==> config.mk <==
export PLATFORM = sky130hd
export DESIGN_NAME = signed_gadget_digit_decomposer_unit
export DESIGN_NICKNAME = d
export VERILOG_FILES = /design/src/rtl/core/sgdd_pkg.sv /design/src/rtl/core/signed_gadget_digit_decomposer_unit.sv
export SDC_FILE = /design/constraint.sdc
export NUM_CORES = 2
export LEC_CHECK = 0
export BUFFER_PORTS_ARGS = -buffer_cell sky130_fd_sc_hd__buf_2
export CAP_MARGIN = 20
export CORE_MARGIN = 5
export CORE_UTILIZATION = 55
export DETAILED_ROUTE_END_ITERATION = 10
export HOLD_SLACK_MARGIN = 0.02
export PLACE_DENSITY = 0.77
export SETUP_SLACK_MARGIN = 0.02
export SYNTH_ARGS = -nofsm -noshare
export SYNTH_HDL_FRONTEND = slang
export SYNTH_SLANG_ARGS = --single-unit
==> constraint.sdc <==
create_clock -name clk -period 8.1 [get_ports clk]
set_clock_uncertainty 0.2 [all_clocks]
set_input_delay 0.405 -clock clk [delete_from_list [all_inputs] [get_ports clk]]
set_output_delay 0.405 -clock clk [all_outputs]
set_load 0.02 [all_outputs]
==> src/rtl/core/sgdd_pkg.sv <==
// ----------------------------------------------------------------------------
// Signed gadget digit decomposer package
// Shared widths, configuration register indexes and reset values.
// ----------------------------------------------------------------------------
package sgdd_pkg;

  // Field widths that do not follow the coefficient width.
  localparam int BASE_LOG_W = 5;
  localparam int LEVEL_W    = 6;
  localparam int CFG_IDX_W  = 2;

  // Largest number of levels emitted for one coefficient pair.
  localparam logic [LEVEL_W-1:0] MAX_LEVELS = LEVEL_W'(60);

  // Configuration register indexes.
  typedef enum logic [CFG_IDX_W-1:0] {
    CFG_MODULUS     = 2'd0,
    CFG_BASE_LOG    = 2'd1,
    CFG_DIGIT_COUNT = 2'd2
  } cfg_index_t;

  // Register values after reset.
  localparam longint unsigned    MODULUS_RESET     = 65537;
  localparam logic [BASE_LOG_W-1:0] BASE_LOG_RESET = BASE_LOG_W'(4);
  localparam logic [LEVEL_W-1:0] DIGIT_COUNT_RESET = LEVEL_W'(5);

endpackage

==> src/rtl/core/signed_gadget_digit_decomposer_unit.sv <==
// ----------------------------------------------------------------------------
// Signed gadget digit decomposer
// Signed base-2^k digits of a coefficient pair, one level per unstalled cycle.
// ----------------------------------------------------------------------------
// Usage:
//   The input channel (in_valid / in_stall) moves one coefficient pair per
//   transfer. Each pair is centered against the modulus and then broken into
//   digit_count signed digits (0 counts as 1, above 60 as 60), lowest level
//   first. The output channel (out_valid / out_stall) moves one digit pair per
//   transfer, tagged with its level, a last-level flag and a copy of coef_last.
//   The centered pair is loaded into the running remainders when it is
//   accepted, and its levels are then loaded from them into the output
//   register, one level per cycle while the receiver does not stall. Each
//   lane has one digit step (mask, sign extend, arithmetic shift, modulus
//   add) that is reused once per level. in_stall stays high until the last
//   level has been loaded into the output register, so the next pair can be
//   accepted while that level still waits to be taken.
//   A receiver stall freezes the output register and, during a pair, the
//   digit sequencer. Reset clears the sequencer and the output valid, and
//   loads the registers with modulus 65537, base_log 4 and digit_count 5.
//   Configuration is written through cfg_we / cfg_index / cfg_data; the user
//   must write it only while the block is idle, which the block does not
//   enforce. Writes to unknown indexes are ignored.
// ----------------------------------------------------------------------------
module signed_gadget_digit_decomposer_unit #(
  parameter int COEF_BITS = 60
) (
  input  logic                          clk,
  input  logic                          rst,
  input  logic                          in_valid,
  output logic                          in_stall,
  input  logic [COEF_BITS-1:0]          coef_a,
  input  logic [COEF_BITS-1:0]          coef_b,
  input  logic                          coef_last,
  output logic                          out_valid,
  input  logic                          out_stall,
  output logic [COEF_BITS-1:0]          digit_a,
  output logic [COEF_BITS-1:0]          digit_b,
  output logic [sgdd_pkg::LEVEL_W-1:0]  level,
  output logic                          level_last,
  output logic                          poly_last,
  input  logic                          cfg_we,
  input  logic [sgdd_pkg::CFG_IDX_W-1:0] cfg_index,
  input  logic [COEF_BITS-1:0]          cfg_data
);
  import sgdd_pkg::*;

  // Two guard bits cover the centered range and the round-up of a digit step.
  localparam int REM_W = COEF_BITS + 2;

  typedef enum logic {
    ST_IDLE,
    ST_RUN
  } state_t;

  state_t                   state;
  logic [COEF_BITS-1:0]     modulus;
  logic [BASE_LOG_W-1:0]    base_log;
  logic [LEVEL_W-1:0]       digit_count;
  logic signed [REM_W-1:0]  rem [2];
  logic [LEVEL_W-1:0]       lvl;
  logic                     item_last;

  logic [BASE_LOG_W-1:0]    k_eff;
  logic [LEVEL_W-1:0]       n_eff;
  logic                     lvl_is_last;
  logic                     in_xfer;
  logic                     advance;
  logic [COEF_BITS-1:0]     coef [2];
  logic signed [REM_W-1:0]  rem_centered [2];
  logic signed [REM_W-1:0]  rem_next [2];
  logic signed [REM_W-1:0]  shifted_m1 [2];
  logic signed [REM_W-1:0]  dig [2];
  logic [REM_W-1:0]         dig_mapped [2];
  logic [REM_W-1:0]         digit_mask;
  logic [REM_W-1:0]         mod_ext;
  logic                     dig_neg [2];

  // Configuration registers.
  always_ff @(posedge clk) begin
    if (rst) begin
      modulus     <= COEF_BITS'(MODULUS_RESET);
      base_log    <= BASE_LOG_RESET;
      digit_count <= DIGIT_COUNT_RESET;
    end else if (cfg_we) begin
      unique case (cfg_index)
        CFG_MODULUS:     modulus     <= cfg_data;
        CFG_BASE_LOG:    base_log    <= cfg_data[BASE_LOG_W-1:0];
        CFG_DIGIT_COUNT: digit_count <= cfg_data[LEVEL_W-1:0];
        default: ;
      endcase
    end
  end

  // Effective digit width and level count with the out-of-range codes folded.
  always_comb begin
    k_eff = (base_log == '0) ? BASE_LOG_W'(1) : base_log;
    priority if (digit_count == '0) begin
      n_eff = LEVEL_W'(1);
    end else if (digit_count > MAX_LEVELS) begin
      n_eff = MAX_LEVELS;
    end else begin
      n_eff = digit_count;
    end
  end

  assign lvl_is_last = (lvl == n_eff - LEVEL_W'(1));
  assign in_stall    = (state != ST_IDLE);
  assign in_xfer     = in_valid && !in_stall;
  assign advance     = (state == ST_RUN) && (!out_valid || !out_stall);

  // Centering of the incoming pair: keep values below q/2, else subtract q.
  assign coef[0] = coef_a;
  assign coef[1] = coef_b;
  assign mod_ext = REM_W'(modulus);

  always_comb begin
    for (int i = 0; i < 2; i++) begin
      if (coef[i] < (modulus >> 1)) begin
        rem_centered[i] = REM_W'(coef[i]);
      end else begin
        rem_centered[i] = REM_W'(coef[i]) - mod_ext;
      end
    end
  end

  // Shared digit step, one copy per lane. The low k bits form a signed digit;
  // removing it and shifting equals the arithmetic shift plus one when the
  // digit is negative. A negative digit is mapped up by adding q.
  assign digit_mask = ~({REM_W{1'b1}} << k_eff);

  always_comb begin
    for (int i = 0; i < 2; i++) begin
      shifted_m1[i] = rem[i] >>> (k_eff - BASE_LOG_W'(1));
      dig_neg[i]    = shifted_m1[i][0];
      dig[i]        = dig_neg[i] ? (rem[i] | ~digit_mask) : (rem[i] & digit_mask);
      rem_next[i]   = (rem[i] >>> k_eff) + signed'(REM_W'(dig_neg[i]));
      dig_mapped[i] = dig_neg[i] ? (REM_W'(dig[i]) + mod_ext) : REM_W'(dig[i]);
    end
  end

  // Sequencer, running remainders and output register.
  always_ff @(posedge clk) begin
    if (rst) begin
      state     <= ST_IDLE;
      lvl       <= '0;
      out_valid <= 1'b0;
    end else begin
      // A new level sets the output valid; a taken level with none behind
      // it clears it.
      if (advance) begin
        out_valid <= 1'b1;
      end else if (!out_stall) begin
        out_valid <= 1'b0;
      end
      unique case (state)
        ST_IDLE: begin
          if (in_xfer) begin
            rem[0]    <= rem_centered[0];
            rem[1]    <= rem_centered[1];
            item_last <= coef_last;
            lvl       <= '0;
            state     <= ST_RUN;
          end
        end
        ST_RUN: begin
          if (advance) begin
            rem[0]     <= rem_next[0];
            rem[1]     <= rem_next[1];
            digit_a    <= dig_mapped[0][COEF_BITS-1:0];
            digit_b    <= dig_mapped[1][COEF_BITS-1:0];
            level      <= lvl;
            level_last <= lvl_is_last;
            poly_last  <= item_last;
            if (lvl_is_last) begin
              lvl   <= '0;
              state <= ST_IDLE;
            end else begin
              lvl <= lvl + LEVEL_W'(1);
            end
          end
        end
        default: state <= ST_IDLE;
      endcase
    end
  end

endmodule

# After elaboration in Yosys (flattened, before gate mapping)
# Memories as Yosys holds them, arrays and structs flattened.
# Cells that the tools add are included.
# totals
register_bits	208
ram_bits	124
inputBits	188
n_memories	1
# op_classes
add_sub_neg	9
order_cmp	3
eq_ne	6
n_shift	5
n_mux	28
n_bitwise	10
reduce_logical	15
# memory_table
name	words	word_bits	read_ports	rd_clocked_by_memory_dff	write_ports	line_no	text
rem	2	62	2	0	2	signed_gadget_digit_decomposer_unit.sv:60	logic signed [REM_W-1:0] rem [2];
# ops
op	count
$mux 62	4
$mux 60	4
$add 62x2->62	2
$sshr 62x5->1	2
$sshr 62x5->62	2
$sub 60x60->61	2
$add 60x60->60	2
$and 60x60->60	2
$lt 60x59->1	2
$not 60->60	2
$or 60x60->60	2
$shl 62x5->60 const A	1
$mux 6	5
$mux 1	12
$pmux 6 s2	1
$reduce_and 2->1	4
$add 6x1->6 const B	1
$eq 6x6->1	1
$gt 6x6->1 const B	1
$logic_not 6->1	1
$reduce_and 3->1	2
$sub 6x1->6 const B	1
$logic_not 5->1	1
$mux 5	1
other kinds (12)	18

# Logic depth before layout (Yosys ltp)
# depth
depth_word	9
mapped_depth	32

# Worst setup path after synthesis
# Ideal clock, no wire load.
# synth_timing
path_type	register -> register
start	register base_log[2]
end	register digit_a[53] (data pin)
t_arrival_ps	7841
path_slack_ps	-207
stages_incl_launch_ff	29
n_path_buf	7
path_cell_list	dfxtp_1 buf_6 or4_4 nand2_8 inv_8 buf_12 buf_2 buf_1 clkbuf_1 ha_1 buf_1 mux4_2 mux4_2 mux2i_1 inv_2 clkbuf_1 nand2_1 o21ai_0 ha_1 nand3_1 or4b_2 a211oi_1 o2111ai_1 a21boi_0 o221ai_1 o31ai_1 a41oi_1 xnor2_1 nor2_1
# synth_lines
item	line_no	text
start, declared	signed_gadget_digit_decomposer_unit.sv:58	logic [BASE_LOG_W-1:0] base_log;
start signal, assigned	signed_gadget_digit_decomposer_unit.sv:88	CFG_BASE_LOG: base_log <= cfg_data[BASE_LOG_W-1:0];
end signal, assigned	signed_gadget_digit_decomposer_unit.sv:170	digit_a <= dig_mapped[0][COEF_BITS-1:0];
end, declared	signed_gadget_digit_decomposer_unit.sv:37	output logic [COEF_BITS-1:0] digit_a,

==> summary.md <==
| Metric | Value |
|---|---|
| Clock latency on the worst-skew pair | 600 ps |
| Fmax | 129 MHz |
| First-pass GRT wire length | 261000 µm |
| Worst hold path class | input port to flop |
| Primary FF master, synth | edfxtp_1 |
| Post-Syn Nets | 5766 |
| DR WL/cell | 27.6 µm |
| Part of the power in registers | 27.7% |
| CTS sink cnt | 332 |
| Cells after Synth | 5204 |
| CTS tree | done |
| Outcome | finished, final reports clean |
| Async S/R FF share, synth | 0% |
| Num rows | 101 |
| Final worst path period share | 95.6% |
| Leading cell type in the layout, fill and taps excluded | a21oi_1 |
| Final worst path period need | 7740 ps |
| RSZ-0062 raised after global routing | false |
| CP max FO | 23 |
| Register area | 0.00920 mm² |
| H-Tree Depth | 2 |
| Final Hold Viols | 0 |
| Drt via density | 6.95 |
| Chip height | 288 µm |
| Worst EP arrival | 7880 ps |
| Yosys Warn Count | 0 |
| Reg clk slew, reported paths | 70 ps |
| DRC viols | 0 |
| P_sw | 3640 µW |
| Core box area | 0.0762 mm² |
| Min-delay src | coef_b[31] |
| Inst Count DP | 6357 |
| Post-synth EDFFs | 253 |
| Root Driver | clkbuf_16 |
| Yosys reg bits | 332 |
| Nature of the critical path endpoint | flop |
| GPL Wtd Cong | 1.06 |
| Int Power | 4710 µW |
| I/O Pins | 318 |
| Worst VDD drop | 0.152 mV |
| Post-route insts no fill | 6494 |
| Die Span X | 288 µm |
| Measured slew at the worst slew-check pin | 1150 ps |
| Post-route ant nets | 0 |
| P_leak | 0.0191 µW |
| Final Max Tran Viols | 0 |
| Total Nets Final | 5996 |
| Synthesized area per cell | 8.14 µm² |
| IO Port Bufs | 317 |
| Final Setup Violations | 0 |
| Commonest non-fill, non-tap cells in the layout | a21oi_1 (535), nand2_1 (504), nor2_1 (437) |
| Initial antenna violation count | 5 |
| Netlist cell types | 95 |
| Final WS setup | 360 ps |
| Vias in the first global route | 41200 |
| Initial DRC Count | 5972 |
| Clk network pwr share | 21.7% |
| Total power draw | 8360 µW |
| CP Launch Type | flop |
| Setup TNS | 0 ps |
| Smallest hold slack | 47.9 ps |
| Largest net degree at the start of global routing | 163 |
| Detailed Route WL | 179000 µm |
| Starting density of the core | 55.6% |
| P&R area growth vs syn | 10.7% |
| Synthesized area | 0.0424 mm² |
| CTS max path bufs | 3 |
| Fraction of layout cells with a size suffix above 1 | 13.2% |
| Multi-input gate area | 0.0314 mm² |
| Congestion Overflow GR | 0 |
| GRT Overall Usage | 41.2% |
| Combinational power share | 50.5% |
| Die area | 0.0827 mm² |
| Register area share after synthesis | 21.7% |
| Cts bufs inserted | 38 |
| Post-DP HPWL | 140000 µm |
| FF-to-FF Start | base_log[4] |
| DP Worst Slack | 69.6 ps |
| MaxCap Viol Count | 0 |
| Drt pass-1 iters | 9 |
| Vias post-DR | 45100 |
| Filler cells | 6810 |
| Crit Path Class | flop to flop |
| Sw frac | 43.6% |
| Cell Pwr Density | 178 mW/mm² |
| Rel. slew slack | 23.0% |
| Critical Path Source | base_log[4] |
| Worst EP required | 8240 ps |
power by group through the flow:
stage / Clock, µW / Sequential, µW / Combinational (µW)
2_1_floorplan: 0 / 2290 / 2840
3_3_place_gp: 0 / 2320 / 3990
6_report: 1820 / 2320 / 4230
4_1_cts: 1830 / 2290 / 4080
3_5_place_dp: 0 / 2320 / 4030
5_1_grt: 1900 / 2310 / 4530
worst paths after layout:
path | end | slack [ps] | depth (start not counted)
max | digit_a[53] | 360 | 20
min | rem[0][93] | 50 | 3
max reg2reg | digit_a[53] | 360 | 20
min reg2reg | poly_last | 250 | 0
critical path, stage by stage, from the launching register on:
cell       delay [ps]
dfxtp_4           380
or4_4             580
nand2_8           120
inv_8              80
ha_2              580
mux4_2            370
mux4_2            510
mux2i_4           550
buf_4             310
o21ai_0           100
ha_1              410
nand4_1           140
or4b_2            690
a211oi_2          430
o2111ai_1         370
a21boi_0          330
o221ai_1          260
o31ai_1           560
a41oi_1           230
xnor2_1           190
nor2_1             50
synth_stat cells (55+ instances only):
cell      count  share of area, %
nor2_1      440               3.9
clkbuf_1    211               1.9
nand4_1      69               1.0
nand3_1     159               1.9
nor2b_1      55              0.81
o21ai_0     389               4.6
xor2_1      144               3.0
nand2b_1     59              0.87
a31oi_1      61              0.90
edfxtp_1    253                18
a21o_1      202               3.6
a211oi_1     79               1.4
xnor2_1     175               3.6
nand2_1     504               4.5
inv_1       177               1.6
mux4_2      125               6.6
mux2i_1     113               2.7
nor3_1       90               1.1
dfxtp_1      79               3.7
ha_1        370                11
a21oi_1     535               6.3
state kept, by name, summed over array words and instances, names as in the netlist:
register	flops
level	6
in_stall	1
lvl	6
level_last	1
base_log	5
poly_last	1
digit_count	6
out_valid	1
digit_a	60
item_last	1
rem	124
digit_b	60
modulus	60
routing by layer:
| layer | vias to the layer above | GRT usage (%) | routed length, µm | share of wire [%] |
|---|---|---|---|---|
| met5 | - | 2.74 | 285 | 0.16 |
| met4 | 8 | 20.8 | 11500 | 6.4 |
| met3 | 590 | 13.8 | 25300 | 14 |
| met2 | 3156 | 59.2 | 73300 | 41 |
| met1 | 21200 | 55.1 | 68900 | 38 |
| li1 | 20200 | - | - | - |
kinds of logic after synthesis:
kind of cell             synth area share (%)
XOR/XNOR                                 6.59
buffers and inverters                    4.46
multiplexers                             10.9
AND/OR/NAND/NOR                          18.7
adder cells (fa/ha/maj)                  11.1
flip-flops                               21.7
AO/OA/AOI/OAI                            26.6
through the flow:
stage                     utilization [%]  area [µm²]
after floorplan                         -       42400
after CTS                            61.5       46900
after global routing                 61.6       46900
after global placement               59.0       44900
final                                61.6       46900
after detailed placement             59.0       44900
cell type report:
cell class	count	area share, %
inverters	181	1.50
well taps	1030	2.75
diodes	1	0.00533
clock buffers	43	2.11
clock inverters	26	0.656
repair buffers	481	6.50
multi-input cells	4400	66.9
flip-flops and latches	332	19.6
timing repair:
item / CTS / global route
endpoints found under the setup margin: 0 / 12
hold buffers: 65 / 0
resized for setup: 0 / 2
buffers inserted: 0 / 0
endpoints found under the hold margin: 70 / 0
No activity file was read; power rests on OpenSTA's default activity.
